### src/hdl/gre_pkg.sv
// Shared types, widths, register codes and the root table for the gamma ramp generator.
package gre_pkg;

  localparam int ENTRIES_W = 13;
  localparam int SET_W     = 16;
  localparam int X_W       = 17;
  localparam int MANT_W    = 31;
  localparam int MSB_W     = 5;
  localparam int LFRAC_W   = 16;
  localparam int NL_W      = 21;
  localparam int POW_W     = 17;
  localparam int ROOT_W    = 30;
  localparam int REG_IDX_W = 2;

  localparam logic [REG_IDX_W-1:0] REG_RAMP_ENTRIES     = 2'd0;
  localparam logic [REG_IDX_W-1:0] REG_CONTRAST_GAIN    = 2'd1;
  localparam logic [REG_IDX_W-1:0] REG_BRIGHTNESS_LEVEL = 2'd2;
  localparam logic [REG_IDX_W-1:0] REG_GAMMA_VALUE      = 2'd3;

  localparam logic [ENTRIES_W-1:0] RAMP_ENTRIES_RST = 13'd256;
  localparam logic [SET_W-1:0]     UNITY_Q4_12_RST  = 16'd4096;

  typedef struct packed {
    logic oor;
    logic zero;
  } flags_t;

  // 2^(-2^-k) in Q.30, built from a chain of truncated integer square roots.
  function automatic logic [ROOT_W-1:0] root_q30(input int unsigned k);
    logic [63:0] r;
    logic [63:0] v;
    logic [63:0] res;
    logic [63:0] bit_v;
    r = 64'd1 << 29;
    for (int unsigned j = 1; j <= 16; j++) begin
      if (j <= k) begin
        v     = r << 30;
        res   = 64'd0;
        bit_v = 64'd1 << 62;
        for (int b = 0; b < 32; b++) begin
          if (v >= res + bit_v) begin
            v   = v - (res + bit_v);
            res = (res >> 1) + bit_v;
          end else begin
            res = res >> 1;
          end
          bit_v = bit_v >> 2;
        end
        r = res;
      end
    end
    return r[ROOT_W-1:0];
  endfunction

endpackage

### src/hdl/gre_out.sv
// Contrast multiply, brightness offset with clamp, and scaling to a 16-bit level.
module gre_out #(
  parameter int INDEX_BITS = 12,
  parameter int FRAC_BITS  = 12
) (
  input  logic                          clk_i,
  input  logic                          rst_ni,
  input  logic                          en_i,
  input  logic                          valid_i,
  input  logic [INDEX_BITS-1:0]         idx_i,
  input  gre_pkg::flags_t               flags_i,
  input  logic [gre_pkg::POW_W-1:0]     power_i,
  input  logic [gre_pkg::SET_W-1:0]     contrast_i,
  input  logic [gre_pkg::SET_W-1:0]     bright_i,
  output logic                          valid_o,
  output logic [INDEX_BITS-1:0]         idx_o,
  output logic                          oor_o,
  output logic [15:0]                   level_o
);

  localparam int PW = gre_pkg::SET_W + gre_pkg::POW_W;
  localparam int SW = PW + 2;
  localparam int YW = FRAC_BITS + 17;

  logic                  va_q, vb_q, vc_q;
  logic [INDEX_BITS-1:0] idxa_q, idxb_q, idxc_q;
  gre_pkg::flags_t       fla_q, flb_q;
  logic                  oorc_q;
  logic [PW-1:0]         prod_q;
  logic [YW-1:0]         y_q;
  logic [15:0]           level_q;

  logic signed [SW-1:0]  offset;
  logic signed [SW-1:0]  ysum;
  logic signed [SW-1:0]  top;
  logic [YW-1:0]         y_d;
  logic [YW+15:0]        scaled;

  assign offset = $signed(SW'(bright_i)) - $signed(SW'(1) << FRAC_BITS);
  assign ysum   = $signed(SW'(prod_q)) + (offset <<< 16);
  assign top    = $signed(SW'(1) << (FRAC_BITS + 16));

  always_comb begin
    if (ysum < 0) begin
      y_d = '0;
    end else if (ysum > top) begin
      y_d = YW'(top);
    end else begin
      y_d = YW'(ysum);
    end
  end

  // y * 65535 written as a shift and a subtract.
  assign scaled = {y_q, 16'd0} - (YW+16)'(y_q);

  always_ff @(posedge clk_i or negedge rst_ni) begin
    if (!rst_ni) begin
      va_q <= 1'b0;
      vb_q <= 1'b0;
      vc_q <= 1'b0;
    end else if (en_i) begin
      va_q <= valid_i;
      vb_q <= va_q;
      vc_q <= vb_q;
    end
  end

  always_ff @(posedge clk_i) begin
    if (en_i) begin
      idxa_q  <= idx_i;
      fla_q   <= flags_i;
      prod_q  <= contrast_i * power_i;
      idxb_q  <= idxa_q;
      flb_q   <= fla_q;
      y_q     <= y_d;
      idxc_q  <= idxb_q;
      oorc_q  <= flb_q.oor;
      level_q <= flb_q.oor ? 16'd0 : scaled[FRAC_BITS+31:FRAC_BITS+16];
    end
  end

  assign valid_o = vc_q;
  assign idx_o   = idxc_q;
  assign oor_o   = oorc_q;
  assign level_o = level_q;

endmodule

### config.mk
export PLATFORM = sky130hd
export DESIGN_NAME = gre_out
export DESIGN_NICKNAME = d
export VERILOG_FILES = /design/src/hdl/gre_pkg.sv /design/src/hdl/gre_out.sv
export SDC_FILE = /design/constraint.sdc
export NUM_CORES = 1
export LEC_CHECK = 0
export ABC_AREA = 1
export BUFFER_PORTS_ARGS = -buffer_cell sky130_fd_sc_hd__buf_2
export CAP_MARGIN = 10
export CORE_MARGIN = 10
export CORE_UTILIZATION = 40
export CTS_CLUSTER_DIAMETER = 60
export DETAILED_ROUTE_END_ITERATION = 16
export GPL_TIMING_DRIVEN = 0
export PLACE_DENSITY_LB_ADDON = 0.15
export SLEW_MARGIN = 15
export SYNTH_ARGS = -nofsm -noshare
export SYNTH_HDL_FRONTEND = slang
export SYNTH_SLANG_ARGS = --single-unit
### constraint.sdc
create_clock -name clk_i -period 4.1 [get_ports clk_i]
set_clock_uncertainty 0.05 [all_clocks]
set_input_delay 0.41 -clock clk_i [delete_from_list [all_inputs] [get_ports clk_i]]
set_output_delay 0.41 -clock clk_i [all_outputs]
set_load 0.05 [all_outputs]
==> metrics.yaml <==
clock-sinks: 120
synth-xor-area-share: 0.0199
dp_hpwl_um: 32500
synth_compound_area_frac: 0.0408
async_flop_share: 0.0250
remaining_drc_errors: 0
maxSlewHeadroom: 0.587
slew_viol_final: 0
violations: "negative setup slack"
synth_top_area_cell: "fa_1"
synth_top_cell_area_share: 0.271
ys_seq_area_frac: 0.232
yosys.area_share.simple: 0.183
grt_max_degree: 69
drtIter0Drc: 663
synth-seq-cells: 120
first_global_vias: 13000
reg2regPathDepth: 12
wirelength_um: 40000
numPortBuffers: 62
drv_cap: 0
r2r-start: "prod_q[16]$_DFFE_PP_"
via_per_inst: 4.73
antenna_found_initial: 0
cts_htree_levels: 4
postSynthCellCount: 1888
post_dp_cell_area_um2: 17500
grt_pass1_wl_um: 66200
clk_pin_slew_ns: 0.06
crit_path_end: "prod_q[30]$_DFFE_PP_"
tightest_slew_ns: 0.614
fin_crit_ns: 5.28
synth-adder-area-share: 0.382
final_layout_size_suffix_gt1_frac: 0.223
layout_common_cells: "inv_1 (451), nand2_1 (440), fa_1 (187)"
ff2ff_setup_slack_ns: 1.21
dieArea_um2: 46900
gp_congestion: 0.910
syn_nets: 2301
first_pass_iters: 5
status: "finished, violations left"
startpoint: "contrast_i[5]"
yosysWarnings: 0
synth_edf_count: 117
rsz0062_at_grt: "true"
crit_top_cell: "inv_2"
path_cells: "clkbuf_16 -> clkbuf_16 -> nand2_4 -> inv_2 -> fa_1 -> inv_2 -> fa_1 -> fa_2 -> inv_2 -> fa_2 -> fa_1 -> inv_2 -> fa_1 -> inv_2 -> ha_4 -> nand2_4 -> nor4_4 -> nand4_1 -> nand3_4 -> a21oi_2 -> xor2_1"
synth_area_leaders: "fa_1 (27%), edfxtp_1 (23%), inv_1 (12%)"
hold_path_class: "in2reg"
path_class: "in2reg"
setup_viol: 25
cp_max_fo: 6
muxShareOfSynthArea: 0.000729
critical_path_depth: 21
grt-ovfl-total: 0
ant_nets: 0
yosysUniqueCellTypes: 33
insertion_delay_ns: 0.41
worstPathRequired_ns: 4.22
design_area_um2: 19600
path_buf_inv: 7
cpPeakStageDelay_ns: 0.62
core_um2: 37800
die_w_um: 216
nNetsFinal: 2450
wl_per_cell_um: 15.6
fin_ws_ns: -1.18
clock.fmax_mhz: 189
vias: 12100
startpoint_type: "input port"
crit_family: "adder cells"
cts_buffers: 17
synth_ff_type: "edfxtp_1"
area_growth_pct: 27.2
cts_buffer_depth: 2
finalHoldViolCount: 0
setup.worst_path.end_class: "flip-flop"
crit_slowest_cell: "fa_2"
clockRootBuffer: "clkbuf_16"
synth_top_family_by_area: "adder cells"
diodes: 0
grt.total_usage: 0.176
cts_tree: "done"
rows: 71
final_common_cell: "inv_1"
period_share: 1.29
start_util: 0.408
netlist_area_um2: 15400
io_pins: 97
die_h_um: 216
r2r_end: "y_q[13]$_SDFFCE_PP0P_"
synth.avg_cell_area_um2: 8.18
critPathArrivalTime_ns: 5.40
[registers in the layout, indices dropped and copies added (netlist names)]
register and flops:
idx_o 12, flb_q 1, idxb_q 12, level_o 16
idxa_q 12, fla_q 1, oor_o 1, y_q 29
va_q 1, prod_q 33, valid_o 1, vb_q 1
[layout make-up]
type                    instances  area [um^2]
multi-input cells            1193        10600
well taps                     511          639
flip-flops and latches        120         3590
clock buffers                  18          429
inverters                     506         1900
fillers                      3601        18200
repair buffers                130          921
clock inverters                14          245
plain buffers                  69         1320
[synthesized netlist by cell type, types with 4 or more instances]
library cell,n
a31oi_1,4
nor3_1,15
o211ai_1,4
inv_1,506
nand2_1,489
nor2_1,94
nor4_1,6
o21ai_0,27
clkbuf_1,67
nand3_1,47
edfxtp_1,117
nand4_1,13
a21oi_1,67
xnor2_1,13
nor2_2,21
ha_1,137
xor2_1,22
nand3b_1,5
fa_1,209
[layer usage]
metal / vias to the layer above / GRT usage / routed length, um
li1: 5929 / - / -
met1: 5825 / 0.221 / 17500
met2: 279 / 0.306 / 19500
met3: 71 / 0.0195 / 1610
met4: 0 / 0.0697 / 1370
met5: - / 0 / 0
[worst min-delay path by stage]
stage / from / to / slack [ns] / cells past startpoint
after global placement: rst_ni / va_q$_DFFE_PN0P_ / 0.15 / 1
after CTS: idx_i[9] / idxa_q[9]$_DFFE_PP_ / 0.1 / 1
final: idx_i[10] / idxa_q[10]$_DFFE_PP_ / 0.12 / 1
after global routing: idx_i[9] / idxa_q[9]$_DFFE_PP_ / 0.1 / 1
after detailed placement: rst_ni / va_q$_DFFE_PN0P_ / 0.16 / 1
after floorplan: rst_ni / va_q$_DFFE_PN0P_ / 0.06 / 0
[kinds of logic (layout without fill, tap and decap cells)]
family                     Yosys count  in the layout
buffers and inverters              575            737
xor gates and xnor gates            35             35
AOI/OAI and AO/OA                  116            116
adders and majority gates          346            346
and+or+nand+nor                    695            695
muxes                                1              1
DFF                                120            120
[stage by stage]
step	hold slack, ns	setup TNS [ns]	setup slack (ns)	instances	util
2_1_floorplan	0.0644	-24.42	-1.27	1888	-
5_1_grt	0.0985	-26.47	-1.30	2561	0.519
3_5_place_dp	0.157	-34.44	-1.95	2462	0.463
3_3_place_gp	0.154	-33.99	-1.92	2461	0.462
4_1_cts	0.0963	-21.90	-1.09	2556	0.514
6_report	0.121	-22.77	-1.18	2561	0.519
[timing repair]
action / 4_1_cts / 5_1_grt
hold endpoints to repair: 3 / 0
resized for setup: 130 / 49
setup endpoints to repair: 25 / 25
setup buffers: 60 / 5
hold buffers: 1 / 0
cloned: 1 / 0
pin swaps: 65 / 24
Power is left out: the tool's default activity adds up to more than one toggle a clock period on the data nets, which glitch-free logic cannot reach.
