$ cat config.mk
export PLATFORM = sky130hd
export DESIGN_NAME = gre_ediv
export DESIGN_NICKNAME = d
export VERILOG_FILES = /design/src/hdl/gre_pkg.sv /design/src/hdl/gre_ediv.sv
export SDC_FILE = /design/constraint.sdc
export NUM_CORES = 2
export LEC_CHECK = 0
export ABC_AREA = 0
export ABC_CLOCK_PERIOD_IN_PS = 8600
export BUFFER_PORTS_ARGS = -buffer_cell sky130_fd_sc_hd__buf_2
export CAP_MARGIN = 5
export CORE_ASPECT_RATIO = 0.7
export CORE_UTILIZATION = 62
export CTS_CLUSTER_DIAMETER = 200
export DETAILED_ROUTE_END_ITERATION = 16
export HOLD_SLACK_MARGIN = 0.06
export PLACE_DENSITY = 0.79
export SLEW_MARGIN = 25
export SYNTH_ARGS = -nofsm -noshare
export SYNTH_HDL_FRONTEND = slang
export SYNTH_SLANG_ARGS = --single-unit
$ cat constraint.sdc
create_clock -name clk_i -period 8.6 [get_ports clk_i]
set_input_delay 0.43 -clock clk_i [delete_from_list [all_inputs] [get_ports clk_i]]
set_output_delay 0.43 -clock clk_i [all_outputs]
set_load 0.02 [all_outputs]
$ cat src/hdl/gre_pkg.sv
// Shared types, widths, register codes and the root table for the gamma ramp generator.
package gre_pkg;

  localparam int ENTRIES_W = 13;
  localparam int SET_W     = 16;
  localparam int X_W       = 17;
  localparam int MANT_W    = 31;
  localparam int MSB_W     = 5;
  localparam int LFRAC_W   = 16;
  localparam int NL_W      = 21;
  localparam int POW_W     = 17;
  localparam int ROOT_W    = 30;
  localparam int REG_IDX_W = 2;

  localparam logic [REG_IDX_W-1:0] REG_RAMP_ENTRIES     = 2'd0;
  localparam logic [REG_IDX_W-1:0] REG_CONTRAST_GAIN    = 2'd1;
  localparam logic [REG_IDX_W-1:0] REG_BRIGHTNESS_LEVEL = 2'd2;
  localparam logic [REG_IDX_W-1:0] REG_GAMMA_VALUE      = 2'd3;

  localparam logic [ENTRIES_W-1:0] RAMP_ENTRIES_RST = 13'd256;
  localparam logic [SET_W-1:0]     UNITY_Q4_12_RST  = 16'd4096;

  typedef struct packed {
    logic oor;
    logic zero;
  } flags_t;

  // 2^(-2^-k) in Q.30, built from a chain of truncated integer square roots.
  function automatic logic [ROOT_W-1:0] root_q30(input int unsigned k);
    logic [63:0] r;
    logic [63:0] v;
    logic [63:0] res;
    logic [63:0] bit_v;
    r = 64'd1 << 29;
    for (int unsigned j = 1; j <= 16; j++) begin
      if (j <= k) begin
        v     = r << 30;
        res   = 64'd0;
        bit_v = 64'd1 << 62;
        for (int b = 0; b < 32; b++) begin
          if (v >= res + bit_v) begin
            v   = v - (res + bit_v);
            res = (res >> 1) + bit_v;
          end else begin
            res = res >> 1;
          end
          bit_v = bit_v >> 2;
        end
        r = res;
      end
    end
    return r[ROOT_W-1:0];
  endfunction

endpackage

$ cat src/hdl/gre_ediv.sv
// Pipelined restoring divider forming e = floor(nl * 2^FRAC_BITS / gamma), one bit a stage.
module gre_ediv #(
  parameter int INDEX_BITS = 12,
  parameter int FRAC_BITS  = 12
) (
  input  logic                                   clk_i,
  input  logic                                   rst_ni,
  input  logic                                   en_i,
  input  logic                                   valid_i,
  input  logic [INDEX_BITS-1:0]                  idx_i,
  input  gre_pkg::flags_t                        flags_i,
  input  logic [gre_pkg::NL_W-1:0]               nl_i,
  input  logic [gre_pkg::SET_W-1:0]              gamma_i,
  output logic                                   valid_o,
  output logic [INDEX_BITS-1:0]                  idx_o,
  output gre_pkg::flags_t                        flags_o,
  output logic [gre_pkg::NL_W+FRAC_BITS-1:0]     e_o
);

  localparam int DW = gre_pkg::NL_W + FRAC_BITS;
  localparam int GW = gre_pkg::SET_W;

  logic                  v_q   [DW];
  logic [INDEX_BITS-1:0] idx_q [DW];
  gre_pkg::flags_t       fl_q  [DW];
  logic [GW-1:0]         rem_q [DW];
  logic [DW-1:0]         dv_q  [DW];
  logic [DW-1:0]         quo_q [DW];

  for (genvar s = 0; s < DW; s++) begin : g_st
    logic                  v_in;
    logic [INDEX_BITS-1:0] idx_in;
    gre_pkg::flags_t       fl_in;
    logic [GW-1:0]         rem_in;
    logic [DW-1:0]         dv_in;
    logic [DW-1:0]         quo_in;
    logic [GW:0]           trial;
    logic                  ge;

    if (s == 0) begin : g_head
      assign v_in   = valid_i;
      assign idx_in = idx_i;
      assign fl_in  = flags_i;
      assign rem_in = '0;
      assign dv_in  = DW'(nl_i) << FRAC_BITS;
      assign quo_in = '0;
    end else begin : g_body
      assign v_in   = v_q[s-1];
      assign idx_in = idx_q[s-1];
      assign fl_in  = fl_q[s-1];
      assign rem_in = rem_q[s-1];
      assign dv_in  = dv_q[s-1];
      assign quo_in = quo_q[s-1];
    end

    assign trial = {rem_in, dv_in[DW-1]};
    assign ge    = trial >= {1'b0, gamma_i};

    always_ff @(posedge clk_i or negedge rst_ni) begin
      if (!rst_ni) begin
        v_q[s] <= 1'b0;
      end else if (en_i) begin
        v_q[s] <= v_in;
      end
    end

    always_ff @(posedge clk_i) begin
      if (en_i) begin
        idx_q[s] <= idx_in;
        fl_q[s]  <= fl_in;
        rem_q[s] <= GW'(ge ? trial - {1'b0, gamma_i} : trial);
        dv_q[s]  <= dv_in << 1;
        quo_q[s] <= {quo_in[DW-2:0], ge};
      end
    end
  end

  assign valid_o = v_q[DW-1];
  assign idx_o   = idx_q[DW-1];
  assign flags_o = fl_q[DW-1];
  assign e_o     = quo_q[DW-1];

endmodule

==> implementation parameters <==
Parameter                              Value

Synthesis
  Count of warnings emitted by yosys    0
  Leading post-synthesis cells by cell area    sky130_fd_sc_hd__edfxtp_1 65%, sky130_fd_sc_hd__ha_1 7.9%, sky130_fd_sc_hd__mux2_2 2.5%, sky130_fd_sc_hd__a21oi_1 2.4%, sky130_fd_sc_hd__o21ai_0 2.3%
  Number of distinct library cells after synthesis    88
  Number of enable flip-flop cells after synthesis    1745
  Number of standard cells after synthesis    5766
  Cell type with the highest aggregate area in the netlist    sky130_fd_sc_hd__edfxtp_1
  Post-Syn Area    between 80000 and 90000 um^2
  Sequential share of the synthesized area    0.657
  Share of async-settable or async-resettable flops after synthesis    0.0186
  Mean cell area of the mapped netlist    14.1 um^2
  Most used flip-flop cell after synthesis    sky130_fd_sc_hd__edfxtp_1
  Number of synthesized register bits    1778
  Number of nets in the synthesized netlist    6365
  Fraction of synthesized cell area taken by the top area cell type    0.646

Placed design
  Post-DP HPWL    94200 um
  Cell count after placement    7561
  Final estimated routing congestion in global placement    0.894
  Worst setup slack after placement    3.84 ns
  Post-Place Cell Area    83900 um^2
  Number of buffers inserted by port buffering    between 100 and 150

Finish
  Final instance area    89700 um^2
  Post-Route Utilization    0.695
  Number of fill cells in the layout    8667
  Area added between synthesis and finish    10.6%
  Fraction of layout instances using a drive strength above 1    0.103
  Non-filler cells in the finished layout    7905
  Nets    6632

Critical path
  Endpoint of the worst setup timing path    rem_q[0][431]
  First element of the critical path    gamma_i[8]
  Critical path capture point type    flop
  Critical path depth in cells    12
  Cell repeated most along the worst path    sky130_fd_sc_hd__o21ai_0
  Category of cells accounting for the largest share of critical-path delay    compound AO/OA/AOI/OAI gates
  Largest fanout on the critical path    29
  Delay of the slowest critical-path stage    0.66 ns
  Capture point of the worst reg-to-reg path    rem_q[0][386]
  Setup slack on the worst flop-to-flop path    a little under 5 ns
  Cells traversed along the worst timing path    buf_2 > inv_1 > buf_4 > ha_1 > a21o_1 > a31oi_1 > o21ai_0 > and3_1 > a2111oi_0 > o21ai_0 > a211o_1 > mux2_2
  Startpoint type of the worst setup path    input port
  Required arrival time at the worst endpoint    9.15 ns
  Slowest CP cell    sky130_fd_sc_hd__a211o_1
  Arrival time of data at the critical path endpoint    4.64 ns
  Critical path buffer and inverter count    3
  Setup CP Type    in -> reg
  Startpoint of the worst-slack reg-to-reg timing path    rem_q[0][368]
  R2R cell count    11

GRT
  Wire length of the first global-routing pass    approximately 240000 um
  Via count of the first global-routing pass    45000
  Maximum number of pins on one net before global-route repair    around 200
  Remaining global-route overflow    0
  Initial antenna violation count    1
  Overall fraction of global-route tracks in use    0.231

Power and ir drop
  Switching power    10.9 mW
  Share of total power in sequential cells    0.407
  Switching power share of the total    0.337
  Power density over the cells    approximately 360 nW/um^2
  Clock share of power    0.223
  Cell-internal power    21.4 mW
  Combinational cell fraction of total power    0.369
  Maximum vdd drop    0.239 mV
  Leakage power total    33.6 nW
  Pwr Total    around 32 mW

Clocking
  Clock-pin slew on the worst setup and hold paths    0.06 ns
  Resized Gates After CTS    0
  Clock tree from TritonCTS    yes
  Clock sinks    between 1500 and 2000
  Number of hold-repair buffers added at the cts stage    37
  Clock root buffer master    sky130_fd_sc_hd__clkbuf_16
  Number of buffers inserted during clock tree synthesis    164
  Source-to-sink clock delay at the later pin of the worst-skew pair    0.82 ns
  Clock Tree Buf Depth    3
  Post-CTS setup-driven buffer insertion count    0
  H-tree levels    4

Timing
  Unrepaired setup endpoints after global routing    no
  Worst slew margin relative to its limit    0.249
  Total count of max-transition violations in the final report    0
  Total negative setup slack    0 ns
  Post-layout minimum cycle time    ~4.1 ns
  Pin slew with the least headroom to its limit    1.12 ns
  # setup viols final    0
  Worst Hold Margin    0.186 ns
  Hold violation count in the final report    0
  Final setup margin    4.51 ns
  Max frequency    0.245 GHz
  Final Cycle Share    0.475
  Final clock skew    about 0.027 ns

Floorplanning
  Total I/O pin count    103
  Horiz. Die Dim    ~430 um
  Floorplan row count    110
  Placeable core area    129000 um^2
  Vertical extent of the die    between 300 and 400 um
  Effective utilization at floorplan    0.628
  DIE AREA    132000 um^2

Drt
  Post-DR vias/cell    a little under 6
  Final routed DRC violation total    0
  Remaining antenna violation count    0
  Routed vias    46800
  First-pass DRT Iterations    6
  Wire length reported by the detailed router    153000 um
  Starting DRC count in detailed routing    4647
  Routed WL per cell    just under 20 um

Outcome
  Result of the run    complete, no violations

Flow run
  Max-capacitance violation count    0

Min path
  Hold/Removal Path Class    in -> reg
[metal layers]
metal / up-vias / track usage / routed length (um)
met5: - / 0 / 0
met4: 0 / 0.0685 / 3540
met3: 284 / 0.0403 / 10200
met2: 1432 / 0.341 / 67200
met1: 22500 / 0.353 / 71700
li1: 22600 / - / -
[power groups by stage]
stage	clock network, mW	registers, mW	logic [mW]
final	7.21	13.1	11.9
after global routing	7.70	13.3	13.3
after CTS	7.38	13.1	11.7
after detailed placement	0	13.3	11.6
after global placement	0	13.3	11.1
after floorplan	0	12.8	9.28
[worst min-delay path by stage]
stage                       from       endpoint  slack (ns)  cells after the start
floorplan                 rst_ni  g_st[10].v_in        0.13                      0
global placement    dv_q[0][606]   dv_q[0][639]        0.40                      0
detailed placement  dv_q[0][157]   dv_q[0][190]        0.40                      0
CTS                  gamma_i[14]    rem_q[0][8]        0.12                      3
global route         gamma_i[15]    quo_q[0][0]        0.16                      3
finish               gamma_i[15]    quo_q[0][0]        0.19                      3
[worst register-to-register path, cell delays in order, from the launching register on]
cell	delay [ns]
sky130_fd_sc_hd__edfxtp_1	0.42
sky130_fd_sc_hd__ha_1	0.32
sky130_fd_sc_hd__nor2b_1	0.13
sky130_fd_sc_hd__o21ai_0	0.25
sky130_fd_sc_hd__a21boi_1	0.15
sky130_fd_sc_hd__o31ai_1	0.50
sky130_fd_sc_hd__o211ai_1	0.28
sky130_fd_sc_hd__nor2_1	0.16
sky130_fd_sc_hd__o21a_1	0.57
sky130_fd_sc_hd__inv_1	0.44
sky130_fd_sc_hd__nor2_1	0.20
sky130_fd_sc_hd__a21oi_1	0.05
[placed cells by master (no fill, tap or decap), types with 15 or more instances in the layout]
cell,netlist,final
sky130_fd_sc_hd__o21bai_1,24,23
sky130_fd_sc_hd__dlygate4sd3_1,0,38
sky130_fd_sc_hd__nand2_1,389,389
sky130_fd_sc_hd__a21boi_0,33,33
sky130_fd_sc_hd__buf_4,1,35
sky130_fd_sc_hd__a31oi_1,44,43
sky130_fd_sc_hd__nor2b_1,86,86
sky130_fd_sc_hd__o211ai_1,31,31
sky130_fd_sc_hd__mux2i_1,22,22
sky130_fd_sc_hd__xor2_1,175,175
sky130_fd_sc_hd__o31a_1,15,15
sky130_fd_sc_hd__ha_1,513,513
sky130_fd_sc_hd__a21oi_1,383,382
sky130_fd_sc_hd__clkbuf_16,0,166
sky130_fd_sc_hd__clkinv_2,0,24
sky130_fd_sc_hd__buf_2,26,100
sky130_fd_sc_hd__xnor2_1,196,196
sky130_fd_sc_hd__or3_1,16,16
sky130_fd_sc_hd__edfxtp_1,1745,1745
sky130_fd_sc_hd__nand4_1,68,68
sky130_fd_sc_hd__o31ai_1,35,34
sky130_fd_sc_hd__a21o_1,134,134
sky130_fd_sc_hd__o21a_1,71,71
sky130_fd_sc_hd__nand2b_1,53,53
sky130_fd_sc_hd__nor4_1,20,19
sky130_fd_sc_hd__inv_1,169,169
sky130_fd_sc_hd__nor3_1,95,95
sky130_fd_sc_hd__clkbuf_1,58,22
sky130_fd_sc_hd__clkinv_1,0,46
sky130_fd_sc_hd__nor2_1,397,397
sky130_fd_sc_hd__and3_1,23,23
sky130_fd_sc_hd__and2_1,18,18
sky130_fd_sc_hd__dfrtp_1,33,33
sky130_fd_sc_hd__a211oi_1,33,33
sky130_fd_sc_hd__fa_1,31,31
sky130_fd_sc_hd__mux2_2,178,178
sky130_fd_sc_hd__or2_2,24,24
sky130_fd_sc_hd__o21ai_0,375,374
sky130_fd_sc_hd__nand3_1,48,48
[registers in the layout, indices dropped and copies added (netlist names)]
name and cells:
quo_q 561, rem_q 512, idx_q 396, dv_q 210, fl_q 66, g_st.v_in 32
valid_o 1
[cell families after synthesis]
| kind of cell | after synthesis | synth area share |
|---|---|---|
| simple gates | 1276 | 0.0729 |
| buf+inv | 258 | 0.0126 |
| xor+xnor | 371 | 0.0401 |
| mux | 208 | 0.0289 |
| flops | 1778 | 0.657 |
| fa+ha+maj | 544 | 0.0868 |
| compound gates | 1331 | 0.102 |
[area by class of cell]
cell class              instances  area [um^2]  area share
flip-flops and latches       1778        53200       0.594
multi-input cells            3730        26900       0.300
clock buffers                 188         4240      0.0472
well taps                    1736         2170      0.0242
repair buffers                189         1430      0.0159
clock inverters               113         1050      0.0117
inverters                     170          638     0.00712
diodes                          1         2.50   0.0000279
[cell usage after synthesis (15+ instances only)]
cell type,number
sky130_fd_sc_hd__a211oi_1,33
sky130_fd_sc_hd__a21boi_0,33
sky130_fd_sc_hd__a21o_1,134
sky130_fd_sc_hd__a21oi_1,383
sky130_fd_sc_hd__a31oi_1,44
sky130_fd_sc_hd__and2_1,18
sky130_fd_sc_hd__and3_1,23
sky130_fd_sc_hd__buf_2,26
sky130_fd_sc_hd__clkbuf_1,58
sky130_fd_sc_hd__dfrtp_1,33
sky130_fd_sc_hd__edfxtp_1,1745
sky130_fd_sc_hd__fa_1,31
sky130_fd_sc_hd__ha_1,513
sky130_fd_sc_hd__inv_1,169
sky130_fd_sc_hd__mux2_2,178
sky130_fd_sc_hd__mux2i_1,22
sky130_fd_sc_hd__nand2_1,389
sky130_fd_sc_hd__nand2b_1,53
sky130_fd_sc_hd__nand3_1,48
sky130_fd_sc_hd__nand4_1,68
sky130_fd_sc_hd__nor2_1,397
sky130_fd_sc_hd__nor2b_1,86
sky130_fd_sc_hd__nor3_1,95
sky130_fd_sc_hd__nor4_1,20
sky130_fd_sc_hd__o211ai_1,31
sky130_fd_sc_hd__o21a_1,71
sky130_fd_sc_hd__o21ai_0,375
sky130_fd_sc_hd__o21ai_1,15
sky130_fd_sc_hd__o21bai_1,24
sky130_fd_sc_hd__o31a_1,15
sky130_fd_sc_hd__o31ai_1,35
sky130_fd_sc_hd__or2_2,24
sky130_fd_sc_hd__or3_1,16
sky130_fd_sc_hd__xnor2_1,196
sky130_fd_sc_hd__xor2_1,175
Power figures use the tool's default switching activity.
