<file path="src/hdl/gre_pkg.sv">
// Shared types, widths, register codes and the root table for the gamma ramp generator.
package gre_pkg;

  localparam int ENTRIES_W = 13;
  localparam int SET_W     = 16;
  localparam int X_W       = 17;
  localparam int MANT_W    = 31;
  localparam int MSB_W     = 5;
  localparam int LFRAC_W   = 16;
  localparam int NL_W      = 21;
  localparam int POW_W     = 17;
  localparam int ROOT_W    = 30;
  localparam int REG_IDX_W = 2;

  localparam logic [REG_IDX_W-1:0] REG_RAMP_ENTRIES     = 2'd0;
  localparam logic [REG_IDX_W-1:0] REG_CONTRAST_GAIN    = 2'd1;
  localparam logic [REG_IDX_W-1:0] REG_BRIGHTNESS_LEVEL = 2'd2;
  localparam logic [REG_IDX_W-1:0] REG_GAMMA_VALUE      = 2'd3;

  localparam logic [ENTRIES_W-1:0] RAMP_ENTRIES_RST = 13'd256;
  localparam logic [SET_W-1:0]     UNITY_Q4_12_RST  = 16'd4096;

  typedef struct packed {
    logic oor;
    logic zero;
  } flags_t;

  // 2^(-2^-k) in Q.30, built from a chain of truncated integer square roots.
  function automatic logic [ROOT_W-1:0] root_q30(input int unsigned k);
    logic [63:0] r;
    logic [63:0] v;
    logic [63:0] res;
    logic [63:0] bit_v;
    r = 64'd1 << 29;
    for (int unsigned j = 1; j <= 16; j++) begin
      if (j <= k) begin
        v     = r << 30;
        res   = 64'd0;
        bit_v = 64'd1 << 62;
        for (int b = 0; b < 32; b++) begin
          if (v >= res + bit_v) begin
            v   = v - (res + bit_v);
            res = (res >> 1) + bit_v;
          end else begin
            res = res >> 1;
          end
          bit_v = bit_v >> 2;
        end
        r = res;
      end
    end
    return r[ROOT_W-1:0];
  endfunction

endpackage

</file>
<file path="src/hdl/gre_xdiv.sv">
// Pipelined restoring divider forming x = floor(i * 65536 / (N-1)), one quotient bit a stage.
module gre_xdiv #(
  parameter int INDEX_BITS = 12
) (
  input  logic                            clk_i,
  input  logic                            rst_ni,
  input  logic                            en_i,
  input  logic                            valid_i,
  input  logic [INDEX_BITS-1:0]           idx_i,
  input  gre_pkg::flags_t                 flags_i,
  input  logic [gre_pkg::ENTRIES_W-1:0]   last_i,
  output logic                            valid_o,
  output logic [INDEX_BITS-1:0]           idx_o,
  output gre_pkg::flags_t                 flags_o,
  output logic [gre_pkg::X_W-1:0]         x_o
);

  localparam int Steps = gre_pkg::X_W;
  localparam int RW    = gre_pkg::ENTRIES_W + 1;

  logic                  v_q   [Steps];
  logic [INDEX_BITS-1:0] idx_q [Steps];
  gre_pkg::flags_t       fl_q  [Steps];
  logic [RW-1:0]         rem_q [Steps];
  logic [Steps-1:0]      quo_q [Steps];

  for (genvar s = 0; s < Steps; s++) begin : g_st
    logic                  v_in;
    logic [INDEX_BITS-1:0] idx_in;
    gre_pkg::flags_t       fl_in;
    logic [RW-1:0]         trial;
    logic [Steps-1:0]      quo_in;
    logic                  ge;

    if (s == 0) begin : g_head
      // The first step handles the integer bit: the index is never above N-1 when in range.
      assign v_in   = valid_i;
      assign idx_in = idx_i;
      assign fl_in  = flags_i;
      assign trial  = RW'(idx_i);
      assign quo_in = '0;
    end else begin : g_body
      assign v_in   = v_q[s-1];
      assign idx_in = idx_q[s-1];
      assign fl_in  = fl_q[s-1];
      assign trial  = {rem_q[s-1][RW-2:0], 1'b0};
      assign quo_in = quo_q[s-1];
    end

    assign ge = trial >= RW'(last_i);

    always_ff @(posedge clk_i or negedge rst_ni) begin
      if (!rst_ni) begin
        v_q[s] <= 1'b0;
      end else if (en_i) begin
        v_q[s] <= v_in;
      end
    end

    always_ff @(posedge clk_i) begin
      if (en_i) begin
        idx_q[s] <= idx_in;
        fl_q[s]  <= fl_in;
        rem_q[s] <= ge ? trial - RW'(last_i) : trial;
        quo_q[s] <= {quo_in[Steps-2:0], ge};
      end
    end
  end

  assign valid_o = v_q[Steps-1];
  assign idx_o   = idx_q[Steps-1];
  assign flags_o = fl_q[Steps-1];
  assign x_o     = quo_q[Steps-1];

endmodule

</file>
<file path="config.mk">
export PLATFORM = sky130hd
export DESIGN_NAME = gre_xdiv
export DESIGN_NICKNAME = d
export VERILOG_FILES = /design/src/hdl/gre_pkg.sv /design/src/hdl/gre_xdiv.sv
export SDC_FILE = /design/constraint.sdc
export NUM_CORES = 1
export LEC_CHECK = 0
export ABC_AREA = 1
export BUFFER_PORTS_ARGS = -buffer_cell sky130_fd_sc_hd__buf_2
export CORE_MARGIN = 1
export CORE_UTILIZATION = 45
export CTS_CLUSTER_DIAMETER = 100
export DETAILED_ROUTE_END_ITERATION = 10
export PLACE_DENSITY = 0.58
export SYNTH_ARGS = -nofsm -noshare
export SYNTH_HDL_FRONTEND = slang
export SYNTH_SLANG_ARGS = --single-unit
</file>
<file path="constraint.sdc">
create_clock -name clk_i -period 2.5 [get_ports clk_i]
set_clock_uncertainty 0.2 [all_clocks]
set_input_delay 0.25 -clock clk_i [delete_from_list [all_inputs] [get_ports clk_i]]
set_output_delay 0.25 -clock clk_i [all_outputs]
set_load 0.1 [all_outputs]
</file>
==> metrics.cfg, run 1 <==
[synthesis]
ys_seq_elements = 616
synth_edf_count = 599
yosys_warnings = 0
syn-num-nets = 4140
synth_top_area_share = 0.511
avgSynthCellArea_sq_um = 9.09
yosysSeqAreaShare = 0.523
synthArstFlopShare = 0.0276
ys.flop_type = edfxtp_1
synth_top_area_cell = edfxtp_1
synth_area_leaders = edfxtp_1 (51%), nand2_1 (14%), ha_1 (7.8%)
syn_area_sq_um = 35200
synth_cell_types = 37
syn-instance-count = 3874

[die]
ios = 63
die_area_sq_um = 79400
initial_core_util = 0.455
fp.dieH_um = 282
rows = 102
design.core.area_sq_um = 77500
fp.dieW_um = 282

[detailed_routing]
wl_per_cell_um = 14.8
post_drt_via_cell_ratio = 4.81
drc = 0
num_vias = 25400
drtPass1Iterations = 5
ant_nets = 0
drt_wl_total_um = 78500
drt-initial-drc-count = 1719

[run_status]
status = finished, final reports clean

[cells_and_area]
fin_nets = 4456
finalNonFillerCells = 5287
drive_above_1_share = 0.123
syn2layout_area_growth_pct = 16.9
mostFrequentLayoutCells = nand2_1 (1281), inv_1 (698), edfxtp_1 (599), nand3_1 (258), ha_1 (219)
final_common_cell = nand2_1
n_antenna_cell = 0

[worst_setup_path]
reg2reg_slack_ns = 0.13
crit_path_top_delay_cell = edfxtp_1
cp_top_family = simple AND/OR/NAND/NOR gates
rr_endpoint = rem_q[0][157]
worstPathMaxFanout = 13
end_kind = flip-flop
cp_common_cell = buf_4
crit_path_start_kind = flip-flop
critical_path_class = flip-flop to flip-flop
cp_num_cells = 11
ff2ff_path_depth = 11
slowest_delay_ns = 0.49
path_buf_inv = 4
critPathRequiredTime_ns = 2.68
startpoint = rem_q[0][147]
regToRegStartpoint = rem_q[0][147]
worstPathArrival_ns = 2.55
critical_path.cell_chain = ha_1 -> nand2_1 -> buf_4 -> nor2_2 -> inv_1 -> nor2_1 -> nand2_2 -> nand3_2 -> buf_12 -> o21ai_1 -> buf_4
crit_end = rem_q[0][157]

[placed_design]
hpwl_um = 57600
dpl.cell_count = 5139
portBuffers = 62
place_congestion = 0.904

[clock_tree]
cts_resized = 0
clock-sinks = 616
post_cts.repair.setup_buffers = 0
h-tree-depth = 3
path_clk_slew_ns = 0.06
clk_latency_ns = 0.63
cts_tree = built
cts_buffers = 71
clock_path_buffers = 3
cts-root-buf = clkbuf_16
cts_hold_buf = 18

[hold_path]
min_path_type = primary input to flip-flop

[grt]
grt_pass1_wl_um = 127000
grt_overflow = 0
grt_start_max_net_pins = 95
grt_pass1_vias = 24500
track_usage = 0.203
antenna_found_initial = 0

[timing]
fmaxAchievable_mhz = 422
slew_violations = 0
hold_viol = 0
rsz0062_at_grt = no
setup_violations = 0
maxSlewHeadroom = 0.495
fin_setup_tns_ns = 0
worst_pin_slew_ns = 0.755
period_needed_ns = 2.37
post-route-period-util = 0.947

[pwr]
p_leak_uw = 0.0199
power_density_nw_per_um2 = 1090
ir_worst_vdd_uv = 572

[job]
maxCapViolations = 0

## metal layers
layer | vias to the layer above | wire length, um | track usage
met4 | 0 | 1930 | 0.0630
li1 | 13300 | - | -
met5 | - | 0 | 0
met2 | 449 | 34900 | 0.323
met3 | 120 | 3410 | 0.0278
met1 | 11500 | 38300 | 0.287
## cell usage after synthesis (3+ instances only)
master and n:
o21ai_0 25, nand2_2 24, nand3_1 266, nand4_1 153, clkbuf_1 5, edfxtp_1 599
nand2_1 1282, inv_2 3, nand3_2 27, buf_2 16, inv_1 699, nor2_1 172
and2_1 3, nor3_1 3, nor2_2 29, nand4_2 15, a21oi_1 70, o21ai_2 6
buf_6 28, dfrtp_1 17, fa_1 16, xor2_1 94, a21oi_4 15, ha_1 219
o21ai_1 71
## kinds of logic after synthesis
group           count (synthesis)  share of synthesized area
buf+inv                       756                     0.0880
compound gates                190                     0.0327
simple gates                 1981                      0.246
flops                         616                      0.523
xor+xnor                       95                     0.0236
mux                             1                   0.000320
fa+ha+maj                     235                     0.0869
## final cells by class
class,count,area (sq um)
fillers,7063,36300
clock inverters,46,523
flip-flops and latches,616,18400
inverters,702,2640
repair buffers,297,2690
well taps,1040,1300
multi-input cells,2502,13800
clock buffers,84,1850
## report_power, final
group,switching (uW),internal [uW]
Clock,4340,6010
Combinational,11500,7270
Sequential,1330,14400
## sequential cells by signal, indices dropped and copies added (netlist names)
signal and cells:
fl_q 34, g_st.v_in 16, idx_q 204, quo_q 153
rem_q 208, valid_o 1
## metrics by stage
stage	cell area [sq um]	power (uW)	setup WS, ns	hold WS, ns	utilization
global placement	38600	34500	-0.0693	-0.00497	0.498
finish	41200	44900	0.132	0.0811	0.531
global route	41200	48600	0.0352	0.0795	0.531
detailed placement	38600	34600	-0.0433	-0.00462	0.498
CTS	41200	45300	0.157	0.0463	0.531
floorplan	35300	29300	-0.139	-0.246	-
## worst min-delay path by stage
stage | start | end | slack, ns | cells after the start
after detailed placement | rst_ni | g_st[1].v_in | -0.005 | 1
after global placement | rst_ni | g_st[1].v_in | -0.005 | 1
after CTS | last_i[0] | rem_q[0][182] | 0.05 | 4
after global routing | last_i[0] | rem_q[0][182] | 0.08 | 4
after floorplan | rst_ni | g_st[10].v_in | -0.25 | 0
final | last_i[0] | rem_q[0][182] | 0.08 | 4
## tightest hold or removal path, stage by stage
cell and delay, ns:
buf_2 0.14, buf_4 0.23, nand2_1 0.10, inv_1 0.03
Note: power is estimated with default switching activity, not from simulation.
==> inputs of run 2 (changes only) <==
--- a/config.mk
+++ b/config.mk
@@ -7,11 +7,13 @@
 export LEC_CHECK = 0
 export ABC_AREA = 1
 export BUFFER_PORTS_ARGS = -buffer_cell sky130_fd_sc_hd__buf_2
+export CORE_ASPECT_RATIO = 0.75
 export CORE_MARGIN = 1
-export CORE_UTILIZATION = 45
+export CORE_UTILIZATION = 40
 export CTS_CLUSTER_DIAMETER = 100
 export DETAILED_ROUTE_END_ITERATION = 10
-export PLACE_DENSITY = 0.58
+export HOLD_SLACK_MARGIN = 0.15
+export PLACE_DENSITY = 0.53
 export SYNTH_ARGS = -nofsm -noshare
 export SYNTH_HDL_FRONTEND = slang
 export SYNTH_SLANG_ARGS = --single-unit
==> run 2 against run 1 <==
Non-clock buffer count rose by 46. Die area rose by 12%. Maximum frequency fell by 2.0%. Sequential cell count did not move. Global-route usage fell by 0.96 points. Hold slack improved by 0.13 ns. Via count rose by 1.6%. Combinational power rose by 4%. Clock power fell by 7%. Critical endpoint is now rem_q[0][204]. Largest cell class unchanged. Largest power group unchanged. Highest routed layer unchanged.
==> metrics.cfg, run 2 (synthesis gave the netlist of run 1 again) <==
[detailed_routing]
drt-initial-drc-count = 1934  ; +13%
drt_wl_total_um = 84700  ; +7.9%
drtPass1Iterations = 5  ; unchanged
drc = 0  ; unchanged
post_drt_via_cell_ratio = 4.76  ; -0.95%
num_vias = 25800  ; +1.6%
wl_per_cell_um = 15.6  ; +5.2%
ant_nets = 0  ; unchanged

[grt]
grt_overflow = 0  ; unchanged
antenna_found_initial = 0  ; unchanged
grt_start_max_net_pins = 85  ; -11%
grt_pass1_vias = 24200  ; -1.0%
track_usage = 0.193  ; -0.00963
grt_pass1_wl_um = 135000  ; +6.1%

[timing]
fmaxAchievable_mhz = 414  ; -2.0%
post-route-period-util = 0.967  ; +0.0197
maxSlewHeadroom = 0.498  ; +0.00301
hold_viol = 0  ; unchanged
worst_pin_slew_ns = 0.750  ; -0.00451 ns
period_needed_ns = 2.42  ; +0.0494 ns
rsz0062_at_grt = no
slew_violations = 0  ; unchanged
setup_ws_ns = 0.0829  ; -0.0494 ns
setup_violations = 0  ; unchanged

[run_status]
status = finished, final reports clean

[worst_setup_path]
crit_end = rem_q[0][204]
worstPathArrival_ns = 2.58  ; +0.03 ns
crit_path_start_kind = primary input
reg2reg_slack_ns = 0.16  ; +0.03 ns
end_kind = flip-flop
regToRegStartpoint = rem_q[0][36]
startpoint = last_i[1]
rr_endpoint = rem_q[0][43]
ff2ff_path_depth = 10  ; -1
critical_path_class = primary input to flip-flop
critPathRequiredTime_ns = 2.66  ; -0.02 ns
worstPathMaxFanout = 12  ; -1

[pwr]
power_density_nw_per_um2 = 1090  ; -0.53%
switching_share = 0.391  ; +0.00779
p_sw_uw = 17600  ; +2.3%
pwr-share-comb = 0.435  ; +0.016
power_frac_clock = 0.215  ; -0.016
p_seq_frac = 0.350  ; about the same
p_leak_uw = 0.0200  ; +0.63%
ir_worst_vdd_uv = 590  ; +3.2%
p_int_uw = 27400  ; -0.96%

[cells_and_area]
drive_above_1_share = 0.133  ; +0.00944
final_common_cell = nand2_1
regMostFlops = rem_q
reg.largest.list = rem_q: 208 flops, idx_q: 204 flops, quo_q: 153 flops
mostFrequentLayoutCells = nand2_1 (1279), inv_1 (698), edfxtp_1 (599), nand3_1 (254), ha_1 (219)
largest_register_ff_count = 208  ; unchanged
syn2layout_area_growth_pct = 17.9
fin_nets = 4498  ; +0.94%
n_antenna_cell = 0  ; unchanged
final_area_sq_um = 41500  ; +0.84%

[die]
ios = 63  ; unchanged
design.core.area_sq_um = 86600  ; +12%
rows = 93  ; -8.8%
fp.dieW_um = 345  ; +22%
fp.dieH_um = 259  ; -8.1%
die_area_sq_um = 89200  ; +12%
initial_core_util = 0.407  ; -0.0478

[placed_design]
portBuffers = 62  ; unchanged
place_ws_ns = -0.0953  ; -0.0521 ns
hpwl_um = 62700  ; +8.8%
placedInstanceArea_sq_um = 39100  ; +1.2%
place_congestion = 0.925  ; +2.4%

[clock_tree]
path_clk_slew_ns = 0.06  ; about the same
post_cts.repair.setup_buffers = 0  ; unchanged
cts_tree = built
clock-sinks = 616  ; unchanged
clock_path_buffers = 3  ; unchanged
clk_latency_ns = 0.62  ; about the same
cts_buffers = 67  ; -5.6%
cts-root-buf = clkbuf_16
h-tree-depth = 3  ; unchanged

[job]
maxCapViolations = 0  ; unchanged

[hold_path]
min_path_type = primary input to flip-flop

run 2: worst min-delay path by stage:
stage,startpoint,slack [ns],depth (start not counted),end
2_1_floorplan,rst_ni,-0.25,0,g_st[10].v_in
3_3_place_gp,rst_ni,-0.006,1,valid_o
3_5_place_dp,rst_ni,-0.004,1,valid_o
4_1_cts,last_i[12],0.17,7,rem_q[0][11]
5_1_grt,idx_i[2],0.21,2,idx_q[0][2]
6_report,idx_i[3],0.21,2,idx_q[0][3]
run 2: routing by layer:
metal,global-route usage,share of wire,vias to the layer above
met3,0.0379,0.066,105
met5,0,0,-
met2,0.266,0.39,618
met4,0.0426,0.019,0
met1,0.308,0.53,11700
li1,-,-,13400
run 2: power by group through the flow:
stage | Sequential, uW | Clock [uW] | Combinational, uW
floorplan | 15500 | 0 | 13800
global placement | 16000 | 0 | 19200
detailed placement | 16000 | 0 | 19300
CTS | 15800 | 10100 | 19500
global route | 16000 | 10400 | 22300
finish | 15800 | 9700 | 19600
run 2: critical path, cell delays in order:
cell	delay, ns
dlygate4sd3_1	0.52
buf_2	0.13
clkinvlp_4	0.09
buf_12	0.16
buf_12	0.16
fa_1	0.43
buf_4	0.17
nand3_1	0.06
nand3_1	0.17
nand2_1	0.13
nand2_1	0.06
nand2_1	0.05
nand2_1	0.05
nand2_1	0.06
o21ai_1	0.06
run 2: area by class of cell:
cell class | instances | area [sq um]
clock buffers | 79 | 1740
clock inverters | 42 | 387
fillers | 8217 | 45100
inverters | 702 | 2640
multi-input cells | 2502 | 13800
flip-flops and latches | 616 | 18400
well taps | 1140 | 1430
repair buffers | 343 | 3100
run 2: timing repair:
item,CTS,global route
hold buffers,25,0
endpoints found under the hold margin,363,0
gates resized for setup,0,15
endpoints found under the setup margin,0,51
run 2: through the flow:
step                      setup TNS, ns  hold slack (ns)  utilization  cells  total power [uW]
after floorplan                  -22.76           -0.246            -   3874             29300
after detailed placement          -1.05         -0.00444        0.451   5278             35300
after global routing                  0            0.209        0.480   5424             48700
after CTS                             0            0.174        0.479   5424             45300
final                                 0            0.206        0.480   5424             45100
after global placement           -0.835         -0.00556        0.451   5278             35200
